`config.mk`:
```
export PLATFORM = sky130hd
export DESIGN_NAME = python_comment_string_stripper_unit
export DESIGN_NICKNAME = d
export VERILOG_FILES = /design/src/rtl/core/pcss_pkg.sv /design/src/rtl/core/pcss_step.sv /design/src/rtl/core/python_comment_string_stripper_unit.sv
export SDC_FILE = /design/constraint.sdc
export NUM_CORES = 1
export LEC_CHECK = 0
export ABC_CLOCK_PERIOD_IN_PS = 4000
export BUFFER_PORTS_ARGS = -buffer_cell sky130_fd_sc_hd__buf_2
export CELL_PAD_IN_SITES_DETAIL_PLACEMENT = 1
export CELL_PAD_IN_SITES_GLOBAL_PLACEMENT = 1
export CORE_MARGIN = 4
export CORE_UTILIZATION = 40
export CTS_CLUSTER_DIAMETER = 50
export DETAILED_ROUTE_END_ITERATION = 6
export GPL_ROUTABILITY_DRIVEN = 0
export PLACE_DENSITY_LB_ADDON = 0.15
export SETUP_SLACK_MARGIN = 0.15
export SKIP_LAST_GASP = 1
export SYNTH_ARGS = -nofsm -noshare
export SYNTH_HDL_FRONTEND = slang
export SYNTH_SLANG_ARGS = --single-unit
```
`constraint.sdc`:
```
create_clock -name clk -period 4 [get_ports clk]
set_input_delay 1 -clock clk [delete_from_list [all_inputs] [get_ports clk]]
set_output_delay 1 -clock clk [all_outputs]
set_load 0.03 [all_outputs]
```
`src/rtl/core/pcss_pkg.sv`:
```
// ----------------------------------------------------------------------------
// pcss_pkg
// Shared types and character constants for the Python comment/string stripper.
// ----------------------------------------------------------------------------
package pcss_pkg;

  localparam logic [7:0] CH_HASH   = 8'h23;
  localparam logic [7:0] CH_NL     = 8'h0A;
  localparam logic [7:0] CH_BSLASH = 8'h5C;
  localparam logic [7:0] CH_DQUOTE = 8'h22;
  localparam logic [7:0] CH_SQUOTE = 8'h27;
  localparam logic [7:0] CH_SPACE  = 8'h20;
  localparam logic [7:0] CH_TAB    = 8'h09;

  typedef enum logic [1:0] {
    KIND_NONE   = 2'd0,
    KIND_SINGLE = 2'd1,
    KIND_DOUBLE = 2'd2
  } doc_kind_t;

  typedef struct packed {
    doc_kind_t   docstring_kind;
    logic        single_open;
    logic [1:0]  single_run;
    logic        double_open;
    logic [1:0]  double_run;
    logic [1:0]  blank_run;
    logic        escape_pending;
    logic        in_comment;
    logic        skip_next;
    logic [7:0]  last_emitted;
    logic [7:0]  prev_input;
  } state_t;

  localparam state_t STATE_RESET = '{
    docstring_kind: KIND_NONE,
    single_open:    1'b0,
    single_run:     2'd0,
    double_open:    1'b0,
    double_run:     2'd0,
    blank_run:      2'd0,
    escape_pending: 1'b0,
    in_comment:     1'b0,
    skip_next:      1'b0,
    last_emitted:   CH_SPACE,
    prev_input:     8'h00
  };

  // Result of one byte step, handed to the output register
  typedef struct packed {
    logic       valid;
    logic [7:0] data;
    logic       kept;
    logic       last;
  } result_t;

endpackage

```
`src/rtl/core/pcss_step.sv`:
```
// ----------------------------------------------------------------------------
// pcss_step
// Combinational next-state and result logic for one source byte.
// ----------------------------------------------------------------------------
module pcss_step (
  input  pcss_pkg::state_t  state,
  input  logic [7:0]        in_byte,
  input  logic              end_of_text,
  output pcss_pkg::state_t  state_next,
  output pcss_pkg::result_t result
);

  // Quote character handling; is_dbl selects which quote kind b is.
  function automatic pcss_pkg::state_t quote_event(pcss_pkg::state_t s, logic [7:0] b,
                                                   logic is_dbl);
    pcss_pkg::state_t    r;
    logic                own;
    logic                oth;
    logic [1:0]          run;
    pcss_pkg::doc_kind_t kind;
    r    = s;
    own  = is_dbl ? s.double_open : s.single_open;
    oth  = is_dbl ? s.single_open : s.double_open;
    run  = is_dbl ? s.double_run  : s.single_run;
    kind = is_dbl ? pcss_pkg::KIND_DOUBLE : pcss_pkg::KIND_SINGLE;
    if (s.docstring_kind != pcss_pkg::KIND_NONE) begin
      if (run == 2'd3) begin
        run = 2'd2;
      end else if (s.prev_input == b) begin
        run = run - 2'd1;
      end else begin
        run = 2'd3;
      end
      if (run != 2'd0) begin
        r.docstring_kind = kind;
      end else begin
        r.docstring_kind = pcss_pkg::KIND_NONE;
        r.skip_next = 1'b1;
      end
    end else begin
      if (run == 2'd0 && !(own || oth)) begin
        run = 2'd1;
      end else if (s.prev_input == b && run != 2'd3) begin
        run = run + 2'd1;
      end
      r.docstring_kind = (run == 2'd3) ? kind : pcss_pkg::KIND_NONE;
      if (r.docstring_kind != pcss_pkg::KIND_NONE) begin
        own = 1'b0;
        oth = 1'b0;
        r.skip_next = 1'b1;
      end else if (!oth && !s.in_comment) begin
        if (own) begin
          if (!s.escape_pending) begin
            own = 1'b0;
            r.skip_next = 1'b1;
          end
        end else begin
          own = 1'b1;
        end
      end
    end
    if (is_dbl) begin
      r.double_open = own;
      r.single_open = oth;
      r.double_run  = run;
    end else begin
      r.single_open = own;
      r.double_open = oth;
      r.single_run  = run;
    end
    return r;
  endfunction

  pcss_pkg::state_t n;
  logic             emit;
  logic             active_now;
  logic             active_next;

  assign active_now = state.single_open || state.double_open ||
                      state.docstring_kind != pcss_pkg::KIND_NONE;

  always_comb begin
    n           = state;
    n.skip_next = 1'b0;
    emit        = 1'b0;
    active_next = 1'b0;
    if (!state.in_comment && !active_now && !state.escape_pending &&
        in_byte == pcss_pkg::CH_HASH) begin
      n.in_comment = 1'b1;
      n.blank_run  = 2'd0;
    end else if (state.in_comment && in_byte != pcss_pkg::CH_NL) begin
      // comment text: dropped; only prev_input is updated
    end else begin
      case (in_byte)
        pcss_pkg::CH_NL: begin
          if (state.last_emitted == pcss_pkg::CH_NL) n.skip_next = 1'b1;
          n.in_comment = 1'b0;
          n.blank_run  = 2'd0;
        end
        pcss_pkg::CH_DQUOTE: begin
          if (state.docstring_kind != pcss_pkg::KIND_SINGLE)
            n = quote_event(n, in_byte, 1'b1);
          n.blank_run = 2'd0;
        end
        pcss_pkg::CH_SQUOTE: begin
          if (state.docstring_kind != pcss_pkg::KIND_DOUBLE)
            n = quote_event(n, in_byte, 1'b0);
          n.blank_run = 2'd0;
        end
        pcss_pkg::CH_TAB, pcss_pkg::CH_SPACE: begin
          if (state.last_emitted == pcss_pkg::CH_NL) begin
            n.skip_next = 1'b1;
          end else if (state.blank_run != 2'd2) begin
            n.blank_run = state.blank_run + 2'd1;
          end
        end
        default: begin
          n.blank_run = 2'd0;
        end
      endcase

      // run counters follow the docstring kind after this byte
      if (n.docstring_kind == pcss_pkg::KIND_SINGLE) begin
        if (n.single_run != 2'd3 && in_byte != pcss_pkg::CH_SQUOTE) n.single_run = 2'd3;
        n.double_run = 2'd0;
      end else if (n.docstring_kind == pcss_pkg::KIND_DOUBLE) begin
        if (n.double_run != 2'd3 && in_byte != pcss_pkg::CH_DQUOTE) n.double_run = 2'd3;
        n.single_run = 2'd0;
      end else begin
        if (in_byte != pcss_pkg::CH_SQUOTE) n.single_run = 2'd0;
        if (in_byte != pcss_pkg::CH_DQUOTE) n.double_run = 2'd0;
      end

      active_next = n.single_open || n.double_open ||
                    n.docstring_kind != pcss_pkg::KIND_NONE;
      if (n.skip_next) begin
        n.skip_next = 1'b0;
      end else if (!active_next && n.blank_run != 2'd2) begin
        emit = 1'b1;
      end

      n.escape_pending = (in_byte == pcss_pkg::CH_BSLASH) ? !state.escape_pending : 1'b0;
    end

    n.prev_input = in_byte;
    if (emit) n.last_emitted = in_byte;

    state_next   = end_of_text ? pcss_pkg::STATE_RESET : n;
    result.valid = emit || end_of_text;
    result.data  = emit ? in_byte : 8'h00;
    result.kept  = emit;
    result.last  = end_of_text;
  end

endmodule

```
`src/rtl/core/python_comment_string_stripper_unit.sv`:
```
// ----------------------------------------------------------------------------
// python_comment_string_stripper_unit
// Strips comments, strings and docstrings from a Python byte stream and
// squeezes blanks and blank lines.
// ----------------------------------------------------------------------------
//  channel | dir | tdata          | tuser     | tlast
//  s_      | in  | [7:0] in_byte  | -         | end_of_text
//  m_      | out | [7:0] out_byte | byte_kept | end_mark
//
// One byte per cycle while s_tready is high; a byte's state update and result are
// computed while it is offered and written to the output register at the
// accepting edge, so a kept byte or end mark shows on m_ in the cycle after acceptance.
// s_tready drops only while the output register is full and m_tready is low.
// rst clears the parse state and empties the output register.
// A transaction with tlast always gives a result and returns the state to reset.
module python_comment_string_stripper_unit (
  input  logic       clk,
  input  logic       rst,
  input  logic       s_tvalid,
  output logic       s_tready,
  input  logic [7:0] s_tdata,   // [7:0] in_byte
  input  logic       s_tlast,
  output logic       m_tvalid,
  input  logic       m_tready,
  output logic [7:0] m_tdata,   // [7:0] out_byte
  output logic       m_tuser,   // [0] byte_kept
  output logic       m_tlast
);

  pcss_pkg::state_t  state;
  pcss_pkg::state_t  state_next;
  pcss_pkg::result_t result;
  logic              accept;

  assign s_tready = !m_tvalid || m_tready;
  assign accept   = s_tvalid && s_tready;

  pcss_step u_step (
    .state       (state),
    .in_byte     (s_tdata),
    .end_of_text (s_tlast),
    .state_next  (state_next),
    .result      (result)
  );

  always_ff @(posedge clk) begin
    if (rst) begin
      state    <= pcss_pkg::STATE_RESET;
      m_tvalid <= 1'b0;
    end else begin
      if (accept) begin
        state <= state_next;
      end
      if (accept && result.valid) begin
        m_tvalid <= 1'b1;
        m_tdata  <= result.data;
        m_tuser  <= result.kept;
        m_tlast  <= result.last;
      end else if (m_tready) begin
        m_tvalid <= 1'b0;
      end
    end
  end

endmodule

```
==> impl_results.md, run 1 <==
- I/O pins: 25
- Final Setup Violations: 0
- Crit path launch type: primary input
- Crit path max fanout: 10
- Clock Sinks: 39
- Slew HR: 0.516
- Die H: around 90 um
- Post-Syn Area per Cell: 8.09 um^2
- Routed wire length: 8020 um
- Sequential-to-total area share from yosys stat: 0.331
- Hold depth: 2
- Root Buffer: clkbuf_8
- Final Cell Area: between 0.002 and 0.003 mm^2
- Mapped cell area: around 0.0027 mm^2
- Grt ovf: 0
- Port Buffers: 24
- Setup Fix Bufs, Post-CTS: 0
- Prevailing post-synth register cell: dfxtp_1
- Vias in the first global route: about 2500
- Iter 0 DRT Violations: ~160
- R2R setup slack: 1000 ps
- DRC viols: 0
- Worst hold endpoint: state[10]
- Yosys Warn Count: 0
- DIE AREA: between 0.008 and 0.009 mm^2
- Setup TNS: 0 ps
- Wire per inst: 19.0 um
- Synth Register Bits: 39
- Row cnt: 29
- Reg-to-reg endpoint: m_tuser
- Post-CTS Hold Buffers: 0
- CP endpoint kind: flip-flop
- Pin count of the biggest net entering global routing: 40
- Netlist cell types: 63
- Worst Reg-to-Reg Cells: 11
- Maximum vdd drop: 0.108 mV
- Clock Skews: a little over 8 ps
- Worst EP required: 4010 ps
- Placed Cells: 414
- Non-filler cells in the finished layout: 422
- DR pass1 iterations: 4
- Highest Clock Rate: between 0.2 and 0.3 GHz
- Crit. Startpoint: s_tdata[4]
- Worst-margin pin slew: between 700 and 800 ps
- Slew Limit Fails: 0
- Clk buf depth: 2
- Vias: approximately 2600
- Hold WC Path Type: reg2reg
- Placed Area: about 0.0028 mm^2
- First-pass GRT wire length: between 10000 and 15000 um
- Routed vias/inst: roughly 6.1
- Pwr Density: approximately 280 mW/mm^2
- Max-cap viol count: 0
- H-tree levels: 2
- Static leakage: 0.992 nW
- Final Hold Viols: 0
- Synth Instances: roughly 330
- Clk slew on worst S/H paths: roughly 80 ps
- Chip width: around 90 um
- Dpl hpwl: 5960 um
- RSZ-0062 raised after global routing: false
- DRT antenna net count: 0
- Initial antenna violation count: 0
- Layout area overhead: 9.69%
- Inserted Diodes: 0
- CTS tree: yes
- Period utilisation layout: 0.856
- Status: finished clean
- WS Path Type: in2reg
- Async SR Flop Fraction: 0
- Post-cts sizing count: 0
- Skew-Pair Late Insertion Delay: approximately 300 ps
- Tmin final: between 3000 and 4000 ps
- CTS Buf Count: 5
- Final #Nets: roughly 360
- Crit path DAT: 3430 ps
- Number of synthesized flops with an enable pin: 10
- Crit Reg-Reg Startpoint: state[24]
- Layout cell share with drive strength beyond 1: 0.171
- Core area: between 0.006 and 0.007 mm^2
- Initial Util: 0.414
- Worst hold start: state[10]
- Syn_nets: 347
- Global Route Usage Sum: 0.213
[final cells by class]
| type | count | area (um^2) |
|---|---|---|
| Clock buffer | 5 | 68.8 |
| Clock inverter | 3 | 17.5 |
| Fill cell | 803 | 3500 |
| Inverter | 17 | 63.8 |
| Multi-Input combinational cell | 246 | 1590 |
| Sequential cell | 39 | 881 |
| Tap cell | 77 | 96.3 |
| Timing Repair Buffer | 35 | 203 |
[report_power, final]
part / switching, mW / leakage (nW) / internal, mW / total (mW)
Clock: 0.152 / 0.0460 / 0.122 / 0.274
Sequential: 0.00664 / 0.326 / 0.417 / 0.423
Combinational: 0.0748 / 0.620 / 0.0371 / 0.112
Total: 0.233 / 0.992 / 0.576 / 0.809
[per-stage QoR]
| step | setup slack, ps | power (mW) | hold slack (ps) | utilization |
|---|---|---|---|---|
| 6_report | 576 | 0.809 | 491 | 0.455 |
| 5_1_grt | 385 | 0.851 | 537 | 0.455 |
| 4_1_cts | 587 | 0.821 | 496 | 0.455 |
| 3_5_place_dp | 265 | 0.544 | 483 | 0.441 |
| 3_3_place_gp | 292 | 0.543 | 476 | 0.441 |
| 2_1_floorplan | 202 | 0.508 | 459 | - |
[registers in the layout, indices dropped and copies added, names as in the netlist]
register / count
m_tuser: 1
m_tlast: 1
m_tdata: 8
m_tvalid: 1
state: 28
[kinds of logic (layout without fill, tap and decap cells)]
kind of cell	after synthesis	in the layout	share of synthesized area
buffers and inverters	44	60	0.0738
adders and majority gates	5	5	0.0235
DFF	39	39	0.331
AOI/OAI and AO/OA	85	85	0.220
and+or+nand+nor	145	145	0.315
muxes	2	2	0.00752
xor gates and xnor gates	9	9	0.0296
[critical path: stages]
cell and delay [ps]:
buf_2 150, or4_1 570, o31a_1 330, nor3_2 360, o211ai_2 140, nor4_4 310
a21oi_1 160, nor3_2 190, buf_4 210
[cells in the final DEF (no fill, tap or decap), drive strengths merged, types with 3 or more instances in the layout]
master	count
nor2	33
a211o	5
o22ai	3
nand3	16
dfxtp	29
nor3	9
buf	35
nand2	17
a22oi	9
edfxtp	10
o21ai	12
nor4b	3
o211ai	3
o311ai	5
nand3b	4
nor3b	9
ha	5
a31oi	10
and3	13
nand4	8
inv	18
a21oi	21
clkbuf	5
nand2b	8
xnor2	8
nor4	8
nor2b	4
[worst max path at each step]
| stage | endpoint | slack (ps) |
|---|---|---|
| final | m_tuser | 580 |
| after global routing | state[13] | 390 |
| after CTS | m_tdata[6] | 590 |
| after detailed placement | m_tdata[6] | 260 |
| after global placement | m_tlast | 290 |
| after floorplan | m_tdata[0] | 200 |
[synth_stat cells, drive strengths merged (5+ instances only)]
library cell  instances  share of area
clkbuf               19          0.028
buf                   8          0.022
dfxtp                29           0.22
a22oi                 9          0.025
inv                  17          0.024
a211o                 5          0.018
o21ai                12          0.023
a31oi                10          0.024
nand3                16          0.030
nor3b                 9          0.025
nor4                  8          0.030
a21oi                21          0.039
xnor2                 8          0.026
o311ai                5          0.016
nand2b                8          0.019
nor3                  9          0.019
nand2                17          0.024
and3                 13          0.031
nand4                 8          0.019
edfxtp               10           0.11
ha                    5          0.024
nor2                 33          0.047
[routing by layer]
| layer | share of wire | routed length (um) | vias up | global-route usage |
|---|---|---|---|---|
| met5 | 0 | 0 | - | 0 |
| met3 | 0.060 | 480 | 6 | 0.0332 |
| li1 | - | - | 1248 | - |
| met1 | 0.49 | 3900 | 1257 | 0.308 |
| met2 | 0.45 | 3570 | 80 | 0.331 |
| met4 | 0.0077 | 62 | 0 | 0.0474 |
Power figures use the tool's default switching activity.
==> run 2, diff against run 1 <==
Settings changed: BUFFER_PORTS_ARGS -buffer_cell sky130_fd_sc_hd__buf_2 to -buffer_cell sky130_fd_sc_hd__buf_4, REMOVE_ABC_BUFFERS set to 1.
==> impl_results.md, run 2 (synthesis results as in run 1) <==
- Post-CTS Hold Buffers: 0
- Worst Reg-to-Reg Cells: 10
- Pin count of the biggest net entering global routing: 40
- Maximum vdd drop: 0.117 mV
- DRT antenna net count: 0
- Core area: roughly 0.0064 mm^2
- Final Setup Violations: 0
- Final Hold Viols: 0
- WS Path Type: in2reg
- Vias in the first global route: 2493
- Worst EP required: about 4000 ps
- Most flops, register: state
- Period utilisation layout: 0.831
- I/O pins: 25
- Worst hold endpoint: state[8]
- Non-filler cells in the finished layout: ~420
- Clk slew on worst S/H paths: approximately 90 ps
- Clk buf depth: 2
- DR pass1 iterations: 4
- Setup Fix Bufs, Post-CTS: 0
- Dpl hpwl: 5840 um
- Vias: 2584
- Root Buffer: clkbuf_8
- CP endpoint kind: flip-flop
- Pwr Density: roughly 280 mW/mm^2
- Static leakage: 1.01 nW
- DRC viols: 0
- H-tree levels: 2
- Inserted Diodes: 0
- Global Route Usage Sum: 0.209
- Reg-to-reg endpoint: m_tuser
- Post-cts sizing count: 0
- Chip width: around 90 um
- Worst hold start: state[8]
- Placed Cells: between 400 and 500
- Slew HR: 0.578
- Worst slack, placed: 369 ps
- Initial Util: 0.414
- Port Buffers: 24
- Grt ovf: 0
- Worst-margin pin slew: ~620 ps
- Final #Nets: between 300 and 400
- Max-cap viol count: 0
- Clock Sinks: 39
- Initial antenna violation count: 0
- Crit path DAT: roughly 3300 ps
- Highest Clock Rate: 0.301 GHz
- Routed wire length: ~7900 um
- Routed vias/inst: 6.12
- First-pass GRT wire length: 13000 um
- Die H: 89.6 um
- CTS Buf Count: 5
- Status: finished clean
- Clock Skews: between 10 and 15 ps
- Crit path launch type: primary input
- Hold depth: 2
- Layout cell share with drive strength beyond 1: 0.168
- Commonest non-fill, non-tap cells in the layout: 35 x buf_4, 33 x nor2_1, 29 x dfxtp_1
- Wire per inst: 18.8 um
- Crit Reg-Reg Startpoint: state[21]
- Slew Limit Fails: 0
- Commonest non-fill, non-tap cell in the layout: buf_4
- Layout area overhead: 11.8%
- CTS tree: yes
- R2R setup slack: just over 1000 ps
- Row cnt: 29
- RSZ-0062 raised after global routing: false
- Max FFs per register: 28
- Hold Slack: approximately 490 ps
- Biggest regs: state: 28 flops, m_tdata: 8 flops
- Hold WC Path Type: reg2reg
- Iter 0 DRT Violations: 190
- Tmin final: roughly 3300 ps
- Crit path max fanout: 10
- Total power: about 0.82 mW
- Final WS setup: 676 ps
- DIE AREA: between 0.008 and 0.009 mm^2
- Skew-Pair Late Insertion Delay: 300 ps
==> run 2: changes by cell type in the layout (fill, tap and decap cells not counted) <==
| cell | delta |
|---|---|
| clkinvlp_4 | +1 |
| buf_2 | -24 |
| clkinv_4 | +1 |
| nor3_1 | +1 |
| nor3_2 | -1 |
| inv_6 | -1 |
| buf_4 | +24 |
| clkinv_2 | -1 |
==> run 2: area by class of cell <==
class / count / area (um^2)
multi-input combinational: 246 / 1580
clock inverter: 3 / 20.0
fill: 807 / 3450
clock buffer: 5 / 68.8
timing repair buffer: 35 / 263
sequential: 39 / 881
tap: 77 / 96.3
inverter: 17 / 63.8
==> run 2: worst max path at each step <==
stage,to,startpoint
2_1_floorplan,m_tdata[0],s_tdata[0]
3_3_place_gp,m_tdata[0],s_tdata[4]
3_5_place_dp,m_tdata[0],s_tdata[4]
4_1_cts,m_tdata[0],s_tdata[4]
5_1_grt,state[14],s_tdata[4]
6_report,m_tuser,s_tdata[4]
==> run 2: critical path, stage by stage <==
cell and delay [ps]:
buf_4 140, or4_1 550, o31a_1 330, a31oi_1 160, o21a_2 180, o211ai_2 110, nor4_4 300, a21oi_1 130
nor3_1 200, buf_4 220
==> run 2: stage by stage <==
| step | area [um^2] | util | TNS, ps |
|---|---|---|---|
| floorplan | 2530 | - | -2950 |
| global placement | 2890 | 0.450 | 0 |
| detailed placement | 2890 | 0.450 | 0 |
| CTS | 2980 | 0.463 | 0 |
| global route | 2980 | 0.463 | 0 |
| finish | 2980 | 0.463 | 0 |
==> run 2: where the power goes <==
part | switching, mW | leakage (nW) | internal [mW] | total (mW)
Combinational | 0.0742 | 0.641 | 0.0431 | 0.117
Sequential | 0.00685 | 0.326 | 0.417 | 0.424
Clock | 0.156 | 0.0418 | 0.122 | 0.278
Total | 0.237 | 1.01 | 0.582 | 0.819
==> run 2: layer usage <==
metal	global-route usage	vias to the layer above	part of all wire	routed length, um
met5	0	-	0	0
met4	0.0501	0	0.012	99
met3	0.0286	10	0.038	304
met2	0.328	59	0.47	3730
met1	0.301	1260	0.48	3810
li1	-	1255	-	-
